File: config.mk
export PLATFORM = sky130hd
export DESIGN_NAME = c2s_sqrt_cell
export DESIGN_NICKNAME = d
export VERILOG_FILES = /design/src/rtl/c2s_pkg.sv /design/src/rtl/c2s_sqrt_cell.sv
export SDC_FILE = /design/constraint.sdc
export NUM_CORES = 1
export LEC_CHECK = 0
export BUFFER_PORTS_ARGS = -buffer_cell sky130_fd_sc_hd__buf_2
export CAP_MARGIN = 20
export CELL_PAD_IN_SITES_DETAIL_PLACEMENT = 1
export CELL_PAD_IN_SITES_GLOBAL_PLACEMENT = 1
export CORE_UTILIZATION = 39
export DETAILED_ROUTE_END_ITERATION = 8
export PLACE_DENSITY = 0.84
export SETUP_SLACK_MARGIN = 0.5
export SLEW_MARGIN = 0
export SYNTH_ARGS = -nofsm -noshare
export SYNTH_HDL_FRONTEND = slang
export SYNTH_SLANG_ARGS = --single-unit
File: constraint.sdc
create_clock -name clk -period 8.89 [get_ports clk]
set_clock_uncertainty 0.2 [all_clocks]
set_input_delay 1.3335 -clock clk [delete_from_list [all_inputs] [get_ports clk]]
set_output_delay 1.3335 -clock clk [all_outputs]
set_load 0.03 [all_outputs]
File: src/rtl/c2s_pkg.sv
// Shared types, constants and the arctangent table for the
// cartesian_to_spherical block. No dependencies.
`default_nettype none

package c2s_pkg;

  localparam int COORD_WIDTH_DEF   = 16;
  localparam int CORDIC_STAGES_DEF = 16;
  localparam int FIELD_W           = 16;
  localparam int ANGLE_W           = 8;
  localparam int RADIUS_W          = 16;
  localparam int ANG_FRAC          = 16;
  localparam int ANG_W             = 25;
  localparam int TABLE_LEN         = 24;
  localparam int DEG_LIMIT         = 90;
  // Side data in the CORDIC chain: two lanes of {zero_den, special angle}, then radius.
  localparam int CORDIC_SIDE_W     = 2 * (1 + ANGLE_W) + RADIUS_W;

  typedef struct packed {
    logic signed [FIELD_W-1:0] x_coord;
    logic signed [FIELD_W-1:0] y_coord;
    logic signed [FIELD_W-1:0] z_coord;
  } vec_req_t;

  typedef struct packed {
    logic signed [ANGLE_W-1:0] yaw_deg;
    logic signed [ANGLE_W-1:0] pitch_deg;
    logic        [RADIUS_W-1:0] radius;
  } sph_res_t;

  // atan(2^-i) in degrees, 16 fraction bits, rounded to nearest
  function automatic logic signed [ANG_W-1:0] atan_entry(input int i);
    logic signed [ANG_W-1:0] v;
    case (i)
      0:  v = ANG_W'(2949120);
      1:  v = ANG_W'(1740967);
      2:  v = ANG_W'(919879);
      3:  v = ANG_W'(466945);
      4:  v = ANG_W'(234379);
      5:  v = ANG_W'(117304);
      6:  v = ANG_W'(58666);
      7:  v = ANG_W'(29335);
      8:  v = ANG_W'(14668);
      9:  v = ANG_W'(7334);
      10: v = ANG_W'(3667);
      11: v = ANG_W'(1833);
      12: v = ANG_W'(917);
      13: v = ANG_W'(458);
      14: v = ANG_W'(229);
      15: v = ANG_W'(115);
      16: v = ANG_W'(57);
      17: v = ANG_W'(29);
      18: v = ANG_W'(14);
      19: v = ANG_W'(7);
      20: v = ANG_W'(4);
      21: v = ANG_W'(2);
      22: v = ANG_W'(1);
      default: v = '0;
    endcase
    return v;
  endfunction

  // Round half away from zero to whole degrees, clamp to +/-90
  function automatic logic signed [ANGLE_W-1:0] ang_round(input logic signed [ANG_W-1:0] z);
    logic [ANG_W-1:0] mag;
    logic [ANG_W-1:0] sum;
    logic [ANG_W-ANG_FRAC-1:0] d;
    logic [ANGLE_W-1:0] dc;
    mag = z[ANG_W-1] ? ANG_W'(-z) : z;
    sum = mag + ANG_W'(1 << (ANG_FRAC - 1));
    d   = sum[ANG_W-1:ANG_FRAC];
    if (d > (ANG_W-ANG_FRAC)'(DEG_LIMIT)) begin
      dc = ANGLE_W'(DEG_LIMIT);
    end else begin
      dc = d[ANGLE_W-1:0];
    end
    return z[ANG_W-1] ? ANGLE_W'(-dc) : dc;
  endfunction

endpackage

`default_nettype wire

File: src/rtl/c2s_sqrt_cell.sv
// One cell of the digit-by-digit square root chain: one root bit per cell,
// two radicands side by side plus pass-through side data. Uses c2s_pkg.
`default_nettype none

module c2s_sqrt_cell import c2s_pkg::*; #(
  parameter int W      = COORD_WIDTH_DEF,
  parameter int SIDE_W = 3 * COORD_WIDTH_DEF
) (
  input  wire logic                clk,
  input  wire logic                rst,
  input  wire logic                en,
  input  wire logic                in_valid,
  input  wire logic [2*W+1:0]      in_rad [2],
  input  wire logic [W+1:0]        in_rem [2],
  input  wire logic [W:0]          in_root [2],
  input  wire logic [SIDE_W-1:0]   in_side,
  output logic                     out_valid,
  output logic [2*W+1:0]           out_rad [2],
  output logic [W+1:0]             out_rem [2],
  output logic [W:0]               out_root [2],
  output logic [SIDE_W-1:0]        out_side
);

  logic [2*W+1:0] rad_next  [2];
  logic [W+1:0]   rem_next  [2];
  logic [W:0]     root_next [2];
  logic [W+3:0]   t         [2];
  logic [W+3:0]   trial     [2];

  // Bring down two radicand bits, try subtracting 4q+1
  always_comb begin
    for (int l = 0; l < 2; l++) begin
      t[l]        = {in_rem[l], in_rad[l][2*W+1:2*W]};
      trial[l]    = {1'b0, in_root[l], 2'b01};
      rad_next[l] = {in_rad[l][2*W-1:0], 2'b00};
      if (t[l] >= trial[l]) begin
        rem_next[l]  = (W+2)'(t[l] - trial[l]);
        root_next[l] = {in_root[l][W-1:0], 1'b1};
      end else begin
        rem_next[l]  = t[l][W+1:0];
        root_next[l] = {in_root[l][W-1:0], 1'b0};
      end
    end
  end

  always_ff @(posedge clk) begin
    if (rst) begin
      out_valid <= 1'b0;
    end else if (en) begin
      out_valid <= in_valid;
    end
  end

  always_ff @(posedge clk) begin
    if (en) begin
      out_rad  <= rad_next;
      out_rem  <= rem_next;
      out_root <= root_next;
      out_side <= in_side;
    end
  end

endmodule

`default_nettype wire

# Word level (Yosys, flattened, before mapping)
# Index checks and enable logic that the tools add are counted.
# totals
wordCells,16
mem_bits_rw,0
reg_bits,183
output_inout_bits,187
input_bits,190
n_memories,0
mem_bits_ro,0
latchBits,0
# classes
div_mod_pow,0
mul,0
bitwise_logic,0
reduce_logical,0
n_mux,4
n_shift,0
addsub,2
n_lt_le_gt_ge,2
n_eq_ne,0
# ops
cell,count
greater-or-equal comparator 20 x 19 -> 1 bit,2
2-to-1 mux 18 bit,2
subtractor 18 bit,2
2-to-1 mux 1 bit,2

# Depth between registers and ports, before layout
# logic_depth
depth_word,2
ltp_mapped,10
ltp_nobuf,8

# Least setup slack after synthesis
# Ideal clock, no wire load.
# synth_path
path_type,input -> register
from,in in_root[11] (netlist bit)
to,reg out_rem[10] (netlist bit) (data pin)
setup_ns,0.260
arrival_time_ns,3.509
t_required_ns,8.430
path_slack_ns,4.921
n_path_buf,1
stages,9
cell_sequence,inv_1 ha_1 a21oi_4 o21ai_2 a21bo_1 a21o_1 a2111oi_4 buf_8 mux2_4
# synth_lines
item,line_no,rtl
"start, declared",c2s_sqrt_cell.sv:15,"input wire logic [W:0] in_root [2],"
"end signal, assigned",c2s_sqrt_cell.sv:57,out_rem <= rem_next;
"end, declared",c2s_sqrt_cell.sv:19,"output logic [W+1:0] out_rem [2],"

==> impl_metrics.csv <==
group,metric,value,unit
outcome,status,"complete, no violations",
clock_network,cts_hold_buffers,0,
die,die_h,145,µm
pwr,max-vdd-ir-drop,124,µV
timing,relSlewSlack,0.264,
final_layout,areaGrowthSynthToFinish,34.5,%
pwr,power-per-cell-area,217,nW/µm²
clock_network,cts_tree,"done",
synthesis,syn_avg_cell_area,15.2,µm²
timing,rsz0062_at_grt,"no",
critical_path,r2r_cells,2,
critical_path,critPathLaunchType,"input pin",
grt,grt_pass1_wl,36200,µm
clock_network,clock_path_buffers,2,
synthesis,synthCells,526,
grt,first_global_vias,6096,
synthesis,synth-seq-cells,183,
timing,fmax,241,MHz
routing,drt_iter0_markers,233,
critical_path,critical_path.endpoint,"out_rem[3]",
timing,finalMaxSlewViolations,0,
clock_network,clock_latency,0.42,ns
critical_path,reg2reg_slack,8.09,ns
critical_path,path_class,"in -> reg",
grt,grt_antenna_before_repair,5,
pwr,p_total,2.34,mW
synthesis,ys_async_sr_fraction,0,
routing,drc,0,
die,core,20200,µm²
final_layout,design_area,10800,µm²
die,num_rows,52,
critical_path,crit_chain,"buf_2 -> ha_1 -> a21oi_4 -> o21ai_2 -> a21bo_1 -> a21o_1 -> a2111oi_4 -> buf_4 -> mux2_2",
clock_network,clock_sinks,183,
clock_network,htree_levels,4,
synthesis,synth_cell_types,48,
timing,whs,0.312,ns
final_layout,stdcell_count,1201,
pwr,p_leak,4.74,nW
synthesis,yosysWarnings,0,
critical_path,cp_slowest_cell,"a2111oi_4",
final_layout,layout.area.seq,5490,µm²
grt,track_usage,0.231,
timing,layout_min_cycle_time,4.14,ns
critical_path,r2r_end,"out_valid",
timing,fin_setup_tns,0,ns
critical_path,startpoint,"in_rem[11]",
routing,firstDrtPassIters,5,
final_layout,fillers,2206,
critical_path,max_stage_delay,0.84,ns
place,gp_congestion,0.822,
timing,setup_violations,0,
die,initial_utilization,0.398,
die,die_area,21100,µm²
place,dp_hpwl,19500,µm
grt,grt_max_degree,101,
critical_path,crit_fanout,11,
clock_network,cts_made_buffers,17,
synthesis,netlist_area,8020,µm²
place,place_area,10200,µm²
place,io_buffer_count,372,
clock_network,post_cts_buffers,0,
timing,finalHoldViolCount,0,
hold_path,hp-class,"reg -> reg",
routing,avgRoutedWirePerCell,20.8,µm
synthesis,synth-seq-area-share,0.684,
critical_path,cp.arrival,4.11,ns
clock_network,path_clk_slew,0.07,ns
clock_network,cts_resized,0,
clock_network,cts_root_buffer,"clkbuf_16",
final_layout,nNetsFinal,1140,
routing,viasPerCell,4.97,
timing,final.period_utilization,0.466,
die,die_w,145,µm
routing,antenna_left,0,
die,ioPinCount,377,
final_layout,layout-drive-gt1-share,0.481,
routing,num_vias,5967,
critical_path,cp.required,8.86,ns
synthesis,synth-main-ff-cell,"edfxtp_1",
final_layout,multiInputGateArea,2300,µm²
run,cap_viol_max_count,0,
grt,overflow,0,
routing,drt_wl_total,25000,µm
place,dp_cells,1163,
synthesis,synth_edf_count,182,
timing,worst_pin_slew,1.09,ns
critical_path,endpoint_kind,"flip-flop",
critical_path,r2r-start,"out_valid",
power by group:
part | total (mW) | switching (mW) | internal (mW) | leakage, nW
registers | 1.07 | 0.0216 | 1.05 | 1.79
logic | 0.525 | 0.347 | 0.178 | 2.67
clock network | 0.746 | 0.369 | 0.378 | 0.283
total | 2.34 | 0.738 | 1.60 | 4.74
per-layer routing:
| layer | global-route usage | routed length [µm] |
|---|---|---|
| met1 | 0.252 | 9250 |
| met2 | 0.423 | 13800 |
| met3 | 0.0489 | 1260 |
| met4 | 0.114 | 725 |
| met5 | 0 | 0 |
placed cells by master, fill, tap and decap left out, types with 6 or more instances in the layout:
cell         n
nand3_1      9
nor2_1      17
nand2b_1     8
diode_2      6
a211oi_1     6
mux2_2      24
a21o_1      10
nand4_1      6
clkbuf_16   17
edfxtp_1   182
ha_1        38
xor2_1       9
nor3_1       7
o21a_1       9
inv_1       48
a21oi_1     26
mux2_4       7
nand2_1     15
xnor2_1     21
o21ai_0     22
o211ai_1     8
mux2i_1      6
buf_2      371
layout make-up:
| cell class | count | share of cell area |
|---|---|---|
| Multi-Input combinational cell | 288 | 0.213 |
| Inverter | 48 | 0.0167 |
| Clock buffer | 18 | 0.0398 |
| Antenna cell | 6 | 0.00139 |
| Tap cell | 270 | 0.0313 |
| Sequential cell | 183 | 0.508 |
| Clock inverter | 14 | 0.0147 |
| Timing Repair Buffer | 374 | 0.175 |
critical path, delay by kind of cell:
| kind | cells | cell delay (ns) |
|---|---|---|
| buffers and inverters | 2 | 0.47 |
| multiplexers | 1 | 0.37 |
| adder cells (fa/ha/maj) | 1 | 0.38 |
| AO/OA/AOI/OAI | 5 | 1.55 |
cells in the mapped netlist (all sizes together) (4+ instances only):
master | instances | share of area
edfxtp | 182 | 0.68
inv | 48 | 0.022
ha | 38 | 0.059
mux2 | 31 | 0.047
a21oi | 27 | 0.018
o21ai | 24 | 0.016
xnor2 | 21 | 0.023
nor2 | 17 | 0.0080
nand2 | 15 | 0.0070
a21o | 10 | 0.0094
nand3 | 9 | 0.0056
o21a | 9 | 0.0084
xor2 | 9 | 0.0098
nand2b | 8 | 0.0062
o211ai | 8 | 0.0075
nor3 | 7 | 0.0044
a211oi | 6 | 0.0056
buf | 6 | 0.0062
mux2i | 6 | 0.0075
nand4 | 6 | 0.0047
clkbuf | 4 | 0.0019
nand4b | 4 | 0.0044
worst min path at each step:
stage          depth (start not counted)  startpoint  slack (ns)         to
2_1_floorplan                          2   out_valid        0.43  out_valid
3_3_place_gp                           2   out_valid        0.27  out_valid
3_5_place_dp                           2   out_valid        0.29  out_valid
4_1_cts                                2   out_valid        0.31  out_valid
5_1_grt                                2   out_valid        0.33  out_valid
6_report                               2   out_valid        0.31  out_valid
per-stage QoR:
step	setup slack, ns	utilization
2_1_floorplan	4.92	-
3_3_place_gp	4.40	0.505
3_5_place_dp	4.30	0.505
4_1_cts	4.76	0.534
5_1_grt	4.63	0.535
6_report	4.75	0.535
state kept, by name (all words and copies together), names as in the netlist:
register and cells:
out_valid 1, out_side 48, out_root 34, out_rem 36, out_rad 64
logic make-up after synthesis:
family                   Yosys count  synth area share
AO/OA/AOI/OAI                    103            0.0900
XOR/XNOR                          30            0.0328
adder cells (fa/ha/maj)           38            0.0593
buffers and inverters             58            0.0306
flip-flops                       183             0.684
multiplexers                      37            0.0543
other                              1          0.000468
AND/OR/NAND/NOR                   76            0.0484
(Power assumes the default switching activity.)
