`src/rtl/c2s_pkg.sv`:
```
// Shared types, constants and the arctangent table for the
// cartesian_to_spherical block. No dependencies.
`default_nettype none

package c2s_pkg;

  localparam int COORD_WIDTH_DEF   = 16;
  localparam int CORDIC_STAGES_DEF = 16;
  localparam int FIELD_W           = 16;
  localparam int ANGLE_W           = 8;
  localparam int RADIUS_W          = 16;
  localparam int ANG_FRAC          = 16;
  localparam int ANG_W             = 25;
  localparam int TABLE_LEN         = 24;
  localparam int DEG_LIMIT         = 90;
  // Side data in the CORDIC chain: two lanes of {zero_den, special angle}, then radius.
  localparam int CORDIC_SIDE_W     = 2 * (1 + ANGLE_W) + RADIUS_W;

  typedef struct packed {
    logic signed [FIELD_W-1:0] x_coord;
    logic signed [FIELD_W-1:0] y_coord;
    logic signed [FIELD_W-1:0] z_coord;
  } vec_req_t;

  typedef struct packed {
    logic signed [ANGLE_W-1:0] yaw_deg;
    logic signed [ANGLE_W-1:0] pitch_deg;
    logic        [RADIUS_W-1:0] radius;
  } sph_res_t;

  // atan(2^-i) in degrees, 16 fraction bits, rounded to nearest
  function automatic logic signed [ANG_W-1:0] atan_entry(input int i);
    logic signed [ANG_W-1:0] v;
    case (i)
      0:  v = ANG_W'(2949120);
      1:  v = ANG_W'(1740967);
      2:  v = ANG_W'(919879);
      3:  v = ANG_W'(466945);
      4:  v = ANG_W'(234379);
      5:  v = ANG_W'(117304);
      6:  v = ANG_W'(58666);
      7:  v = ANG_W'(29335);
      8:  v = ANG_W'(14668);
      9:  v = ANG_W'(7334);
      10: v = ANG_W'(3667);
      11: v = ANG_W'(1833);
      12: v = ANG_W'(917);
      13: v = ANG_W'(458);
      14: v = ANG_W'(229);
      15: v = ANG_W'(115);
      16: v = ANG_W'(57);
      17: v = ANG_W'(29);
      18: v = ANG_W'(14);
      19: v = ANG_W'(7);
      20: v = ANG_W'(4);
      21: v = ANG_W'(2);
      22: v = ANG_W'(1);
      default: v = '0;
    endcase
    return v;
  endfunction

  // Round half away from zero to whole degrees, clamp to +/-90
  function automatic logic signed [ANGLE_W-1:0] ang_round(input logic signed [ANG_W-1:0] z);
    logic [ANG_W-1:0] mag;
    logic [ANG_W-1:0] sum;
    logic [ANG_W-ANG_FRAC-1:0] d;
    logic [ANGLE_W-1:0] dc;
    mag = z[ANG_W-1] ? ANG_W'(-z) : z;
    sum = mag + ANG_W'(1 << (ANG_FRAC - 1));
    d   = sum[ANG_W-1:ANG_FRAC];
    if (d > (ANG_W-ANG_FRAC)'(DEG_LIMIT)) begin
      dc = ANGLE_W'(DEG_LIMIT);
    end else begin
      dc = d[ANGLE_W-1:0];
    end
    return z[ANG_W-1] ? ANGLE_W'(-dc) : dc;
  endfunction

endpackage

`default_nettype wire

```
`src/rtl/c2s_cordic_cell.sv`:
```
// One vectoring CORDIC micro-rotation for the yaw and pitch lanes, with
// pass-through side data. Uses c2s_pkg for the arctangent table.
`default_nettype none

module c2s_cordic_cell import c2s_pkg::*; #(
  parameter int CW     = COORD_WIDTH_DEF + 19,
  parameter int IDX    = 0,
  parameter int SIDE_W = CORDIC_SIDE_W
) (
  input  wire logic                     clk,
  input  wire logic                     rst,
  input  wire logic                     en,
  input  wire logic                     in_valid,
  input  wire logic signed [CW-1:0]     in_x [2],
  input  wire logic signed [CW-1:0]     in_y [2],
  input  wire logic signed [ANG_W-1:0]  in_z [2],
  input  wire logic [SIDE_W-1:0]        in_side,
  output logic                          out_valid,
  output logic signed [CW-1:0]          out_x [2],
  output logic signed [CW-1:0]          out_y [2],
  output logic signed [ANG_W-1:0]       out_z [2],
  output logic [SIDE_W-1:0]             out_side
);

  localparam logic signed [ANG_W-1:0] STEP = atan_entry(IDX);

  logic signed [CW-1:0]    x_next [2];
  logic signed [CW-1:0]    y_next [2];
  logic signed [ANG_W-1:0] z_next [2];
  logic signed [CW-1:0]    xs     [2];
  logic signed [CW-1:0]    ys     [2];

  // Rotate toward the x axis; shifts floor
  always_comb begin
    for (int l = 0; l < 2; l++) begin
      xs[l] = in_x[l] >>> IDX;
      ys[l] = in_y[l] >>> IDX;
      if (!in_y[l][CW-1]) begin
        x_next[l] = in_x[l] + ys[l];
        y_next[l] = in_y[l] - xs[l];
        z_next[l] = in_z[l] + STEP;
      end else begin
        x_next[l] = in_x[l] - ys[l];
        y_next[l] = in_y[l] + xs[l];
        z_next[l] = in_z[l] - STEP;
      end
    end
  end

  always_ff @(posedge clk) begin
    if (rst) begin
      out_valid <= 1'b0;
    end else if (en) begin
      out_valid <= in_valid;
    end
  end

  always_ff @(posedge clk) begin
    if (en) begin
      out_x    <= x_next;
      out_y    <= y_next;
      out_z    <= z_next;
      out_side <= in_side;
    end
  end

endmodule

`default_nettype wire

```
`config.mk`:
```
export PLATFORM = sky130hd
export DESIGN_NAME = c2s_cordic_cell
export DESIGN_NICKNAME = d
export VERILOG_FILES = /design/src/rtl/c2s_pkg.sv /design/src/rtl/c2s_cordic_cell.sv
export SDC_FILE = /design/constraint.sdc
export NUM_CORES = 1
export LEC_CHECK = 0
export BUFFER_PORTS_ARGS = -buffer_cell sky130_fd_sc_hd__buf_2
export CORE_MARGIN = 2
export CORE_UTILIZATION = 60
export DETAILED_ROUTE_END_ITERATION = 10
export PLACE_DENSITY_LB_ADDON = 0.1
export SLEW_MARGIN = 10
export SYNTH_ARGS = -nofsm -noshare
export SYNTH_HDL_FRONTEND = slang
export SYNTH_SLANG_ARGS = --single-unit
```
`constraint.sdc`:
```
create_clock -name clk -period 6.45 [get_ports clk]
set_input_delay 1.29 -clock clk [delete_from_list [all_inputs] [get_ports clk]]
set_output_delay 1.29 -clock clk [all_outputs]
set_load 0.005 [all_outputs]
```
## Yosys cells after proc, flatten, opt, wreduce, memory -nomap -nowiden

Index checks and enable logic that the tools add are counted.

| storage, ports and cells | value |
|---|---|
| flip-flop bits (word level) | 225 |
| bits in latches | 0 |
| RAM bits | 0 |
| memory bits (read-only) | 0 |
| input port bits | 228 |
| memories kept | 0 |

| operators by class | value |
|---|---|
| add/sub/neg operators | 10 |
| multipliers | 0 |
| divide/modulo/power cells | 0 |
| order comparisons | 0 |
| equality and inequality tests | 0 |
| shift-type cells | 0 |
| multiplexer cells | 6 |
| bitwise logic cells | 0 |
| reductions and logical operators | 0 |

Operators by type and width:

| cell | count |
|---|---|
| $mux 35 | 4 |
| $sub 35x35->35 | 4 |
| $add 35x35->35 | 2 |
| $add 25x23->25 const B | 2 |
| $mux 25 | 2 |
| $sub 25x23->25 const B | 2 |

## Logic depth before layout (Yosys ltp)

| logic depth | value |
|---|---|
| depth after elaboration | 2 |
| depth in mapped cells | 13 |

## Worst setup path after synthesis

Ideal clock, no wire load.

| timing | value |
|---|---|
| path kind | input-to-reg |
| from | in in_x[35] (netlist name) |
| to | reg out_x[69] (netlist name), data pin |
| library setup time | 262 ps |
| data arrival time | 3696 ps |
| data required time | 6188 ps |
| slack | 2491 ps |
| cell stages on the path | 12 |
| cells stage by stage | ha_1 -> fa_1 -> nor2b_1 -> o221ai_1 -> a211oi_1 -> nor3_1 -> a21o_1 -> o31a_4 -> o311ai_4 -> a2111oi_0 -> nor3_2 -> xor2_1 |

RTL lines:

| what | line | text |
|---|---|---|
| start: declaration | c2s_cordic_cell.sv:14 | `input wire logic signed [CW-1:0] in_x [2],` |
| end signal: assignment | c2s_cordic_cell.sv:60 | `out_x <= x_next;` |
| end: declaration | c2s_cordic_cell.sv:19 | `output logic signed [CW-1:0] out_x [2],` |

==> results <==
- The startpoint identified for the worst register-to-register timing path is out_valid$_SDFFE_PP0P_.
- The synthesized netlist devotes 22.4% of its cell area to compound gates.
- After synthesis, the most frequently instantiated cells are a21oi_1 (225), edfxtp_1 (222), inv_1 (220).
- The met3 demand-to-capacity share in global routing is 7.26%.
- The floorplan has 65 rows.
- The worst register-to-register path ends at out_valid$_SDFFE_PP0P_.
- In the synthesized netlist, the number of instances is 2079.
- The count of hold buffers inserted by post-cts repair is 0.
- The synthesized design spends more area on one cell type than any other, namely edfxtp_1.
- The hold-critical path endpoint is out_valid$_SDFFE_PP0P_.
- The synthesized netlist contains 97 unique library cells.
- A synthesized cell averages 9.17 µm².
- The first global-routing pass estimated 93.3 mm of wire.
- The run finished with clean final reports.
- The nature of the critical path endpoint is a register.
- The net total in the final layout is 2921.
- The leakage power of the design is 10.3 nW.
- Buffers inserted during clock tree synthesis total 27.
- The most used flip-flop cell after synthesis is edfxtp_1.
- In this run the post-CTS setup repair buffer count came out at 0.
- The fraction of layout cells with a size suffix above 1 is 21.9%.
- STA classifies the critical path startpoint as a primary input.
- The worst setup path is of the primary input to register kind.
- The cell occurring most often along the worst timing path is nor2b_1.
- Once the floorplan was initialized, standard cells occupied 60.7% of the core.
- The multiplexer area fraction after synthesis is 2.26%.
- The most crowded layer after global routing is met2.
- Of the synthesized area, sequential elements account for 35.1%.
- Summing the areas of all fa, ha and maj instances in the mapped netlist gives 15.2% of the synthesized area.
- The post-placement setup slack is 1750 ps.
- Power spread over the standard cell area amounts to 236 nW/µm².
- Ranked by total cell area, the synthesized netlist is headed by edfxtp_1 (35%), ha_1 (14%), a21oi_1 (5.9%).
- The longest clock path from root to sink contains 3 buffers.
- The dominant combinational cell family by area after synthesis is compound AO/OA/AOI/OAI gates.
- In the routed design, unresolved DRC markers number 0.
- The total overflow left after global routing is 0.
- The layout-stage area growth over the synthesis result is 17.9%.
- The synthesized design contains 222 enable-type register cells.
- The Yosys step of the flow raised 0 warnings.
- The total iterations of the first detailed-routing run is 6.
- The clock root buffer is clkbuf_16.
- The number of antenna violations at the first check in global routing was 12.
- The hold violation total from the final report was 0.
- The count of pins over their slew limit was 0.
- The share of async-settable or async-resettable flops after synthesis is 0%.
- The final-report setup violation count is 0.
- Data arrives at the worst endpoint at 4510 ps.
- Setup slack on the critical path of the routed design comes to 2250 ps.
- The slew at the pin closest to its max-slew limit is 1030 ps.
- The half-perimeter wire length after detailed placement is 47.5 mm.
- The top-level I/O count is 453.
- The synthesized netlist occupies a cell area of 19100 µm².
- In this run the vertical extent of the chip is 182 µm.
- The largest fanout on the critical path is 5.
- Headroom to the max-slew limit came out at 31.5%.
- The critical path goes through buf_2, inv_1, ha_1, fa_1, nor2b_1, o31ai_2, a211oi_1, a311oi_1, a31oi_1, a311oi_2, o31ai_1, nor2b_1, o22ai_1, xnor2_1.
- Setup repair after global routing left no endpoint under its margin.
- The most frequent cell after synthesis is a21oi_1.
- For this block, the via count after detailed routing is 17.9k.
- In this run the remaining antenna-violating nets after routing total 0.
- The tree built by TritonCTS fans out to 223 sinks.
- The die width is 182 µm.
- Global routing consumed, on the met2 layer, 56.0% of the routing resources.
- The highest clock frequency the design can meet is 238 MHz.
- For this run, global-route usage on met1 was measured as 48.6%.
- The number of cell instances on the worst register-to-register path is 2.
- After the first detailed-routing iteration, the DRC count stood at 1811.
- The number of I/O port buffers is 452.
- At the end of routability-driven placement, the weighted congestion stood at 0.967.
- The class of the most critical hold timing path is register to register.
- The critical path's largest stage delay is 430 ps.
- The number of global-route vias before repair came to 16.9k.
- The via-per-instance ratio is 6.16.
- Counting every net in the synthesized netlist gives 2533.
- The final total negative setup slack is 0 ps.
- Dividing the detail-routed wire length by the instance count gives 21.3 µm.
- The clock-pin transition on the worst setup and hold timing paths is 70 ps.
- Across the run, the number of max-cap violations was 0.
- After clock tree synthesis, the repair step resized 0 gates.
- CTS built an H-tree with a depth of 1.
- Of the available clock period, the critical path in the final layout requires 65.1%.
- The endpoint required time on the critical path is 6760 ps.
- For this block, the routed nets add up to 61.7 mm of wire.
- In this run the most critical hold path is launched from out_valid$_SDFFE_PP0P_.
- The proportion of netlist area held by the largest area contributor is 35.0%.
- Across the routed clock network, the largest skew measured is 0 ps.
- The number of cells on the worst hold path is 2.
- TritonCTS built the clock tree.
- The clock latency on the worst-skew pair is 570 ps.
- The region available for standard cell placement spans 31400 µm².
- The number of synthesized register bits is 223.
- Summing the areas of all and, or, nand and nor instances in the mapped netlist gives 11.7% of the synthesized area.
- The library cell contributing the largest single delay on the critical path is o31ai_1.
- The XOR/XNOR share of the synthesized area is 6.66%.
- The global router's overall resource usage is 35.6%.
- The maximum number of pins on one net before global-route repair is 142.
- The die outline area is 33200 µm².
- Across the VDD grid, the largest voltage drop is 0.000203 V.
- The smallest clock period supported by the final layout is computed as 4200 ps.
- The register-to-register setup slack is 5830 ps.
==> kinds of logic after synthesis <==
logic type      after synthesis
flops                       223
mux                          43
buf+inv                     325
simple gates                461
compound gates              656
xor+xnor                    145
fa+ha+maj                   226
==> per-layer routing <==
layer | vias to the layer above | share of wire (%)
li1 | 8193 | -
met4 | 4 | 3.6
met3 | 151 | 10
met5 | - | 0.036
met2 | 1054 | 45
met1 | 8488 | 41
==> layout make-up <==
type	instances	area, µm²
Multi-Input combinational cell	1531	11100
Fill cell	2416	8910
Sequential cell	223	6690
Timing Repair Buffer	457	2320
Inverter	227	855
Clock buffer	35	736
Tap cell	402	503
Clock inverter	15	253
Antenna cell	12	30.0
==> cell usage in the layout, fill, tap and decap left out, types with 10 or more instances in the layout <==
cell type,instances
nand3_1,34
inv_1,220
nand4_1,18
nor3_1,41
nor2b_1,28
a211oi_1,28
diode_2,12
and3_1,12
or3_1,16
nand2_1,76
clkbuf_16,27
mux2i_1,42
a21o_1,58
o21a_1,14
nand2b_1,25
nor2_1,173
xor2_1,33
o21ai_0,124
o21bai_1,46
o211ai_1,17
edfxtp_1,222
xnor2_1,112
a31oi_1,16
a21oi_1,225
ha_1,218
o31ai_1,17
buf_2,451
a211o_1,10
==> power breakdown <==
part	total, mW	switching (mW)	leakage [nW]	internal [mW]
sequential	1.94	0.0676	2.18	1.87
combinational	1.67	1.02	7.68	0.653
clock	1.71	0.654	0.483	1.05
total	5.31	1.74	10.3	3.57
==> worst max path at each step <==
stage                          endpoint      from
CTS                 out_x[34]$_DFFE_PP_  in_x[21]
floorplan           out_x[69]$_DFFE_PP_  in_x[35]
global route        out_y[34]$_DFFE_PP_  in_x[13]
detailed placement  out_x[67]$_DFFE_PP_  in_x[35]
finish              out_x[67]$_DFFE_PP_  in_x[35]
global placement    out_y[30]$_DFFE_PP_  in_x[13]
==> worst max-delay path: cells and delay by family <==
kind            cells  cell delay, ps
simple gates        2             460
buf+inv             2             160
fa+ha+maj           2             630
compound gates      7            1780
xor+xnor            1             180
==> sequential cells by signal, summed over array words and instances (netlist names) <==
register / cells
out_valid: 1
out_x: 69
out_z: 50
out_side: 34
out_y: 69
==> per-stage QoR <==
step | cells | cell area (µm²) | hold WS (ps) | total power, mW | util, %
2_1_floorplan | 2079 | 19100 | 485 | 2.93 | -
3_3_place_gp | 2840 | 21500 | 469 | 3.55 | 68.4
3_5_place_dp | 2840 | 21500 | 492 | 3.58 | 68.4
4_1_cts | 2890 | 22400 | 541 | 5.29 | 71.5
5_1_grt | 2896 | 22500 | 590 | 5.52 | 71.6
6_report | 2902 | 22500 | 537 | 5.31 | 71.6
Note: power is estimated with default switching activity, not from simulation.
